===== src/tet_refinement_cell_emitter_unit_defines.svh =====
// ----------------------------------------------------------------------------
// Tetrahedral refinement cell emitter: assertion macros
// Shared concurrent assertion forms, clocked on clk_i, off during reset.
// ----------------------------------------------------------------------------
`ifndef TET_REFINEMENT_CELL_EMITTER_UNIT_DEFINES_SVH
`define TET_REFINEMENT_CELL_EMITTER_UNIT_DEFINES_SVH

// same-cycle implication
`define TRE_ASSERT_NOW(label, ante, cons, msg) \
  label: assert property (@(posedge clk_i) disable iff (!rst_ni) (ante) |-> (cons)) \
    else $error(msg);

// next-cycle implication
`define TRE_ASSERT_NEXT(label, ante, cons, msg) \
  label: assert property (@(posedge clk_i) disable iff (!rst_ni) (ante) |=> (cons)) \
    else $error(msg);

`endif


===== src/tre_pkg.sv =====
// ----------------------------------------------------------------------------
// tre_pkg
// Shared types, codes and tables of the tetrahedral refinement cell emitter.
// ----------------------------------------------------------------------------
`timescale 1ns / 1ps

package tre_pkg;

  localparam int MAX_DIVISIONS = 15;
  localparam int COORD_BITS    = 24;
  localparam int IDX_W         = 4;
  localparam int ADDR_W        = 3 * IDX_W;
  localparam int STORE_DEPTH   = 1 << ADDR_W;
  localparam int VID_W         = 32;
  localparam int XYZ_W         = 3 * COORD_BITS;
  localparam int DIST_W        = 2 * COORD_BITS + 2;

  localparam logic [1:0] FUNC_LOAD    = 2'd0;
  localparam logic [1:0] FUNC_STEP    = 2'd1;
  localparam logic [1:0] FUNC_RESTART = 2'd2;

  localparam logic [2:0] KIND_UP = 3'd0;
  localparam logic [2:0] KIND_DN = 3'd1;
  localparam logic [2:0] KIND_AF = 3'd2;
  localparam logic [2:0] KIND_BD = 3'd3;
  localparam logic [2:0] KIND_CE = 3'd4;

  localparam logic [1:0] PH_UP   = 2'd0;
  localparam logic [1:0] PH_DN   = 2'd1;
  localparam logic [1:0] PH_OCTA = 2'd2;

  typedef logic [ADDR_W-1:0] addr_t;
  typedef logic [XYZ_W-1:0]  xyz_t;

  function automatic addr_t pt_addr(input logic [IDX_W-1:0] i, input logic [IDX_W-1:0] j,
                                    input logic [IDX_W-1:0] k);
    return {k, j, i};
  endfunction

  // Store address of point idx of the current cell. Octahedron points A..F are 0..5.
  function automatic addr_t cell_point(input logic [1:0] ph, input logic [2:0] idx,
                                       input logic [IDX_W-1:0] i, input logic [IDX_W-1:0] j,
                                       input logic [IDX_W-1:0] k);
    logic [IDX_W-1:0] ip, im, jp, kp;
    addr_t a;
    ip = i + 1'b1;
    im = i - 1'b1;
    jp = j + 1'b1;
    kp = k + 1'b1;
    a  = pt_addr(i, j, k);
    case (ph)
      PH_UP: begin
        case (idx)
          3'd1:    a = pt_addr(ip, j, k);
          3'd2:    a = pt_addr(i, jp, k);
          3'd3:    a = pt_addr(i, j, kp);
          default: a = pt_addr(i, j, k);
        endcase
      end
      PH_DN: begin
        case (idx)
          3'd1:    a = pt_addr(im, jp, kp);
          3'd2:    a = pt_addr(i, jp, kp);
          3'd3:    a = pt_addr(i, jp, k);
          default: a = pt_addr(i, j, kp);
        endcase
      end
      default: begin
        case (idx)
          3'd1:    a = pt_addr(i, jp, k);
          3'd2:    a = pt_addr(im, jp, k);
          3'd3:    a = pt_addr(im, j, kp);
          3'd4:    a = pt_addr(i, j, kp);
          3'd5:    a = pt_addr(im, jp, kp);
          default: a = pt_addr(i, j, k);
        endcase
      end
    endcase
    return a;
  endfunction

  // Which gathered point feeds vertex t of result m.
  function automatic logic [2:0] res_point(input logic [2:0] kind, input logic [1:0] m,
                                           input logic [1:0] t);
    logic [2:0] r0, r1, r2, r3, p, q, a, b;
    logic [1:0] mn;
    r0 = 3'd1; r1 = 3'd2; r2 = 3'd3; r3 = 3'd4; p = 3'd0; q = 3'd5;
    case (kind)
      KIND_BD: begin
        r0 = 3'd2; r1 = 3'd0; r2 = 3'd4; r3 = 3'd5; p = 3'd1; q = 3'd3;
      end
      KIND_CE: begin
        r0 = 3'd0; r1 = 3'd1; r2 = 3'd5; r3 = 3'd3; p = 3'd2; q = 3'd4;
      end
      default: ;
    endcase
    mn = m + 1'b1;
    case (m)
      2'd0:    a = r0;
      2'd1:    a = r1;
      2'd2:    a = r2;
      default: a = r3;
    endcase
    case (mn)
      2'd0:    b = r0;
      2'd1:    b = r1;
      2'd2:    b = r2;
      default: b = r3;
    endcase
    if (kind == KIND_UP || kind == KIND_DN) begin
      return {1'b0, t};
    end
    case (t)
      2'd0:    return a;
      2'd1:    return b;
      2'd2:    return p;
      default: return q;
    endcase
  endfunction

endpackage


===== src/tre_dist.sv =====
// ----------------------------------------------------------------------------
// tre_dist
// Exact squared distance of two points, one axis per cycle through one multiplier.
// ----------------------------------------------------------------------------
`timescale 1ns / 1ps

module tre_dist import tre_pkg::*; (
  input  logic              clk_i,
  input  logic              rst_ni,
  input  logic              start_i,
  input  xyz_t              a_i,
  input  xyz_t              b_i,
  output logic              done_o,
  output logic [DIST_W-1:0] sum_o
);

  xyz_t                          a_q, b_q;
  logic                          busy_q, dv_q, sv_q, done_q;
  logic [1:0]                    issue_q, acc_n_q;
  logic signed [COORD_BITS:0]    diff_q, diff_d;
  logic signed [2*COORD_BITS+1:0] sq_q;
  logic [DIST_W-1:0]             acc_q;
  logic signed [COORD_BITS-1:0]  ca, cb;

  always_comb begin
    case (issue_q)
      2'd0: begin
        ca = a_q[3*COORD_BITS-1:2*COORD_BITS];
        cb = b_q[3*COORD_BITS-1:2*COORD_BITS];
      end
      2'd1: begin
        ca = a_q[2*COORD_BITS-1:COORD_BITS];
        cb = b_q[2*COORD_BITS-1:COORD_BITS];
      end
      default: begin
        ca = a_q[COORD_BITS-1:0];
        cb = b_q[COORD_BITS-1:0];
      end
    endcase
    diff_d = {ca[COORD_BITS-1], ca} - {cb[COORD_BITS-1], cb};
  end

  always_ff @(posedge clk_i or negedge rst_ni) begin
    if (!rst_ni) begin
      busy_q  <= 1'b0;
      dv_q    <= 1'b0;
      sv_q    <= 1'b0;
      done_q  <= 1'b0;
      issue_q <= 2'd0;
      acc_n_q <= 2'd0;
    end else begin
      sv_q   <= dv_q;
      sq_q   <= diff_q * diff_q;
      dv_q   <= !start_i && busy_q && issue_q != 2'd3;
      done_q <= !start_i && sv_q && acc_n_q == 2'd2;
      if (start_i) begin
        a_q     <= a_i;
        b_q     <= b_i;
        busy_q  <= 1'b1;
        issue_q <= 2'd0;
        acc_n_q <= 2'd0;
        acc_q   <= '0;
      end else begin
        if (busy_q && issue_q != 2'd3) begin
          diff_q  <= diff_d;
          issue_q <= issue_q + 2'd1;
        end
        if (sv_q) begin
          acc_q   <= acc_q + DIST_W'(unsigned'(sq_q));
          acc_n_q <= acc_n_q + 2'd1;
          if (acc_n_q == 2'd2) begin
            busy_q <= 1'b0;
          end
        end
      end
    end
  end

  assign done_o = done_q;
  assign sum_o  = acc_q;

endmodule


===== config.mk =====
export PLATFORM = sky130hd
export DESIGN_NAME = tre_dist
export DESIGN_NICKNAME = d
export VERILOG_FILES = /design/src/tet_refinement_cell_emitter_unit_defines.svh /design/src/tre_pkg.sv /design/src/tre_dist.sv
export SDC_FILE = /design/constraint.sdc
export NUM_CORES = 2
export LEC_CHECK = 0
export ABC_AREA = 1
export BUFFER_PORTS_ARGS = -buffer_cell sky130_fd_sc_hd__buf_4
export CAP_MARGIN = 20
export CORE_MARGIN = 2
export CORE_UTILIZATION = 40
export DETAILED_ROUTE_END_ITERATION = 10
export PLACE_DENSITY = 0.61
export SLEW_MARGIN = 15
export SYNTH_ARGS = -nofsm -noshare
export SYNTH_HDL_FRONTEND = slang
export SYNTH_SLANG_ARGS = --single-unit

===== constraint.sdc =====
create_clock -name clk_i -period 8.6 [get_ports clk_i]
set_input_delay 0.43 -clock clk_i [delete_from_list [all_inputs] [get_ports clk_i]]
set_output_delay 0.43 -clock clk_i [all_outputs]
set_load 0.03 [all_outputs]

# == Yosys cells after proc, flatten, opt, wreduce, memory -nomap -nowiden ==
# Cells that the tools add are included.
# totals
word_cells,43
register_bits,277
# op_classes
add_sub_neg,4
n_eq_ne,3
muxes,10
n_reduce_logical,13
mul,1
bitwise_logic,1
# op_table
operator,count
24-bit one-hot mux with 2 select lines,2
50-bit adder,1
25-bit by 25-bit multiplier with 50-bit output,1
50-bit two-way mux,1
24-bit by 24-bit subtractor with 25-bit output,1
2-bit two-way mux,4
2-bit nonzero test,3
1-bit logical AND,5
2-bit by 1-bit adder with 2-bit output (second input constant),2
2-bit AND reduction,2
1-bit two-way mux,3
3-bit AND reduction,1
2-bit by 1-bit equality test with 1-bit output (second input constant),1
2-bit equality test (second input constant),1
2-bit logical NOT,1
2-bit != test (second input constant),1
1-bit logical NOT,1
1-bit NOT,1

# == Logic depth before layout (Yosys ltp) ==
# depth
word_depth,4
ltp_mapped,29
mapped_depth_nobuf,27

# == Worst setup path after synthesis ==
# Ideal clock, no wire load.
# synth_path
kind,reg2reg
from,reg diff_q[24]
to,"reg sq_q[49], data pin"
stages_incl_launch_ff,26
arrival_time_ns,6.338
setup_slack_ns,2.009
required_time_ns,8.348
period_less_slack_ns,6.591
cell_sequence,edfxtp_1 -> clkbuf_1 -> clkbuf_1 -> nand2_1 -> inv_1 -> fa_1 -> inv_1 -> fa_1 -> inv_1 -> fa_1 -> inv_1 -> fa_1 -> fa_1 -> inv_1 -> fa_1 -> fa_1 -> ha_1 -> nand2_1 -> nor2_1 -> nand2_1 -> nor4_1 -> nand2_1 -> nand3_1 -> inv_1 -> nand2_1 -> nand2_1
# synth_between
elab_chain_cells,1
# synth_rtl
element,line,source
start: declaration,tre_dist.sv:20,"logic signed [COORD_BITS:0] diff_q, diff_d;"
start signal: assignment,tre_dist.sv:65,diff_q <= diff_d;
25-bit by 25-bit multiplier with 50-bit output,tre_dist.sv:53,sq_q <= diff_q * diff_q;
end signal: assignment,tre_dist.sv:53,
end: declaration,tre_dist.sv:21,logic signed [2*COORD_BITS+1:0] sq_q;
# No other way between the ends.
# A chain may end at the register's enable or synchronous reset.

# == Worst setup path after layout ==
# Ends and elaborated chain as after synthesis.

==> qor.json <==
{
  "status": {
    "status": "finished clean"
  },
  "yosys": {
    "synth_top_family_by_area": "adder cells",
    "synth.top_cells.by_area": "fa_1, edfxtp_1, inv_1",
    "ys_ff_latch": 276,
    "synthesis.yosys.warnings": 0,
    "post_synth.cell_area_avg_um2": 8.84,
    "synth_seq_area_share_pct": 22.9,
    "most_common_cell_in_the_netlist": "inv_1",
    "async_flop_share_pct": 2.90,
    "dominantRegCellSynth": "edfxtp_1",
    "netlist.top_cell.by_area": "fa_1",
    "multiplexer_share_of_the_synthesized_area_pct": 0,
    "netlist.area_leader.share_pct": 33.7,
    "synth_edf_count": 268,
    "mappedNetlistNets": 5063,
    "synth.cell_area_um2": 36100,
    "yosysUniqueCellTypes": 46,
    "synth.top_cells.by_count": "inv_1, nand2_1, fa_1",
    "fraction_of_the_mapped_netlist_area_in_simple_logic_gates_pct": 15.1,
    "synth_fa_ha_area_share_pct": 41.7,
    "syn_inst": 4078,
    "synth_xor_area_share_pct": 2.06,
    "synth_compound_gate_area_share_pct": 6.92
  },
  "run": {
    "maxCapViolCount": 0
  },
  "timing": {
    "max_freq_mhz": 133,
    "grt_setup_unrepaired": "no",
    "worst-slew-pin-transition_ns": 1.00,
    "timing.final.crit_share_pct": 87.6,
    "final.setup_skew_ns": 0.0172,
    "finalWorstPathRequiredPeriod_ns": 7.54,
    "finalSetupTns_ns": 0,
    "report.final.slew_viol_count": 0,
    "hold_viol": 0,
    "timing.max_slew.rel_slack_pct": 33.2,
    "setup_violating_endpoint_count_in_the_final_report": 0
  },
  "routing": {
    "route.detailed.drc": 0,
    "drt_pass1_iterations": 5,
    "vias_per_cell": 4.87,
    "detail_route.wirelength_um": 99900,
    "wl_per_cell_um": 17.9,
    "antenna_violating_nets_post_route": 0,
    "routed-via-count": 27188,
    "drt_iter0_markers": 1540
  },
  "clock_network": {
    "cts_made_buffers": 29,
    "tritoncts_clock_tree": "yes",
    "clock_root_buffer": "clkbuf_16",
    "clk_pin_slew_ns": 0.07,
    "post_cts_buffers": 0,
    "sink_count": 276,
    "postCtsResizedCells": 0,
    "ctsHtreeMaxLevel": 1,
    "cts-root-to-sink-buffers": 3,
    "worstSkewPairLatency_ns": 0.60
  },
  "floorplan": {
    "floorplan.initialDensity_pct": 40.2,
    "rows": 110,
    "floorplan.die.height_um": 304,
    "die_w_um": 304,
    "floorplan.die_area_um2": 92600,
    "core_um2": 89700,
    "pin_count": 198
  },
  "setup_path": {
    "setup.worst_path.start_class": "flop",
    "timing.reg2reg.setup_slack_ns": 1.06,
    "capture_point_of_the_worst_reg_to_reg_path": "sq_q[49]$_DFFE_PP_",
    "critPathSlowestCell": "fa_1",
    "reg2reg_depth": 24,
    "crit_path_dat_ns": 7.89,
    "setup.worst_path.class": "flop to flop",
    "crit_top_cell": "fa_1",
    "critical_path.max_fanout": 16,
    "cp_slowest_stage_delay_ns": 0.89,
    "gate_family_responsible_for_the_most_delay_along_the_worst_path": "adder cells",
    "worst_setup_ep_type": "flop",
    "timing.critical_path.cells": "buf_4, nand2_1, inv_1, fa_1, inv_1, fa_1, inv_1, fa_1, inv_1, fa_1, fa_1, fa_1, inv_1, fa_1, ha_1, nand2_1, nor2_1, nand2_1, nor4_1, nand2_1, nand3_1, inv_1, nand2_1, nand2_1",
    "critPathBufInv": 7,
    "worstPathRequired_ns": 8.95,
    "critical_path.reg2reg.startpoint": "diff_q[24]$_DFFE_PP_"
  },
  "place": {
    "dp_hpwl_um": 83900,
    "gp_routability_congestion": 0.979,
    "numPortBuffers": 197
  },
  "hold_path": {
    "min-delay-start": "b_i[68]",
    "whs_endpoint": "b_q[68]$_DFFE_PP_",
    "hold_depth": 1,
    "hold_path_class": "input port to flop"
  },
  "final_layout": {
    "syn2layout_area_growth_pct": 14.7,
    "num-nets-final": 5371,
    "num_antenna_cells": 0,
    "post_route_cells_drive_above_1_share_pct": 7.44
  },
  "global_routing": {
    "largest_net_degree_at_the_start_of_global_routing": 74,
    "grt_antenna_before_repair": 0,
    "first_global_vias": 28808,
    "overall_overflow_remaining_after_global_route": 0,
    "grt_use_total_pct": 21.6,
    "grt_first_pass_wirelength_um": 158000
  }
}
-- per-stage QoR --
| stage | cells | setup WS [ns] | hold slack, ns | area (um^2) | utilization [%] |
|---|---|---|---|---|---|
| finish | 5584 | 1.06 | 0.0250 | 41400 | 46.1 |
| global route | 5584 | 0.577 | 0.000605 | 41400 | 46.1 |
| CTS | 5583 | 1.02 | 0.0000493 | 41300 | 46.1 |
| detailed placement | 5393 | 1.02 | 0.336 | 39000 | 43.5 |
| global placement | 5393 | 1.01 | 0.332 | 39000 | 43.5 |
| floorplan | 4078 | 2.01 | 0.134 | 36100 | - |
-- worst max path at each step --
stage                          from            endpoint  slack [ns]  depth (start not counted)
2_1_floorplan  diff_q[24]$_DFFE_PP_  sq_q[49]$_DFFE_PP_        2.01                         25
3_5_place_dp   diff_q[24]$_DFFE_PP_  sq_q[43]$_DFFE_PP_        1.02                         23
4_1_cts        diff_q[24]$_DFFE_PP_  sq_q[43]$_DFFE_PP_        1.02                         23
6_report       diff_q[24]$_DFFE_PP_  sq_q[49]$_DFFE_PP_        1.06                         24
3_3_place_gp   diff_q[11]$_DFFE_PP_  sq_q[46]$_DFFE_PP_        1.01                         21
5_1_grt        diff_q[24]$_DFFE_PP_  sq_q[49]$_DFFE_PP_        0.58                         24
-- cell type report --
class	count	area, um^2
multi-input combinational	2710	23700
clock inverter	22	223
inverter	989	3720
timing repair buffer	380	3210
tap	1176	1470
clock buffer	31	733
fill	8606	48400
sequential	276	8250
-- per-layer routing --
metal / routed length (um) / vias up / track usage [%]
met5: 0 / - / 0
li1: - / 13071 / -
met3: 3380 / 101 / 2.04
met4: 2520 / 0 / 4.96
met2: 50400 / 538 / 38.8
met1: 43600 / 13478 / 28.3
-- kinds of logic after synthesis --
group | after synthesis
and+or+nand+nor | 1353
adders and majority gates | 838
xor gates and xnor gates | 85
AOI/OAI and AO/OA | 434
buffers and inverters | 1092
DFF | 276
-- sequential cells by signal, summed over array words and instances (netlist names), 2 cells and up --
| signal | flops |
|---|---|
| acc_n_q | 2 |
| diff_q | 25 |
| sum_o | 50 |
| b_q | 72 |
| a_q | 72 |
| sq_q | 49 |
| issue_q | 2 |
-- worst register-to-register path: stages (launching register included) --
cell      delay (ns)
edfxtp_1        0.65
buf_4           0.30
nand2_1         0.12
inv_1           0.13
fa_1            0.54
inv_1           0.12
fa_1            0.58
inv_1           0.08
fa_1            0.89
inv_1           0.23
fa_1            0.50
fa_1            0.51
fa_1            0.49
inv_1           0.05
fa_1            0.43
ha_1            0.39
nand2_1         0.13
nor2_1          0.23
nand2_1         0.16
nor4_1          0.29
nand2_1         0.09
nand3_1         0.21
inv_1           0.07
nand2_1         0.07
nand2_1         0.04
-- cells in the final DEF, fill, tap and decap left out, types with 3 or more instances in the layout --
master         instances
a211oi_1               4
a21o_1                17
a21oi_1              196
a22o_1                27
a31oi_1               10
and2_1                 5
and3_1                 4
buf_4                241
bufinv_16              3
clkbuf_16             29
clkinv_1               4
clkinv_2               6
clkinv_4               4
dfrtp_1                8
dlygate4sd3_1        138
edfxtp_1             268
fa_1                 607
ha_1                 229
inv_1                987
inv_6                  3
nand2_1              889
nand2_2                7
nand3_1              128
nand3b_1               4
nand4_1               24
nor2_1               247
nor2_2                 5
nor2_4                 4
nor3_1                26
nor4_1                 3
o211ai_1               3
o21a_1                 4
o21ai_0              121
o21ai_1                6
o21ai_2                7
o21bai_1              27
or2_2                  5
xnor2_1               31
xor2_1                54
-- what timing repair did --
item	in CTS	in global routing
endpoints found under the setup margin	0	0
hold endpoints to repair	137	1
hold buffers	137	1
Power is left out: the tool's default activity adds up to more than one toggle a clock period on the data nets, which glitch-free logic cannot reach.
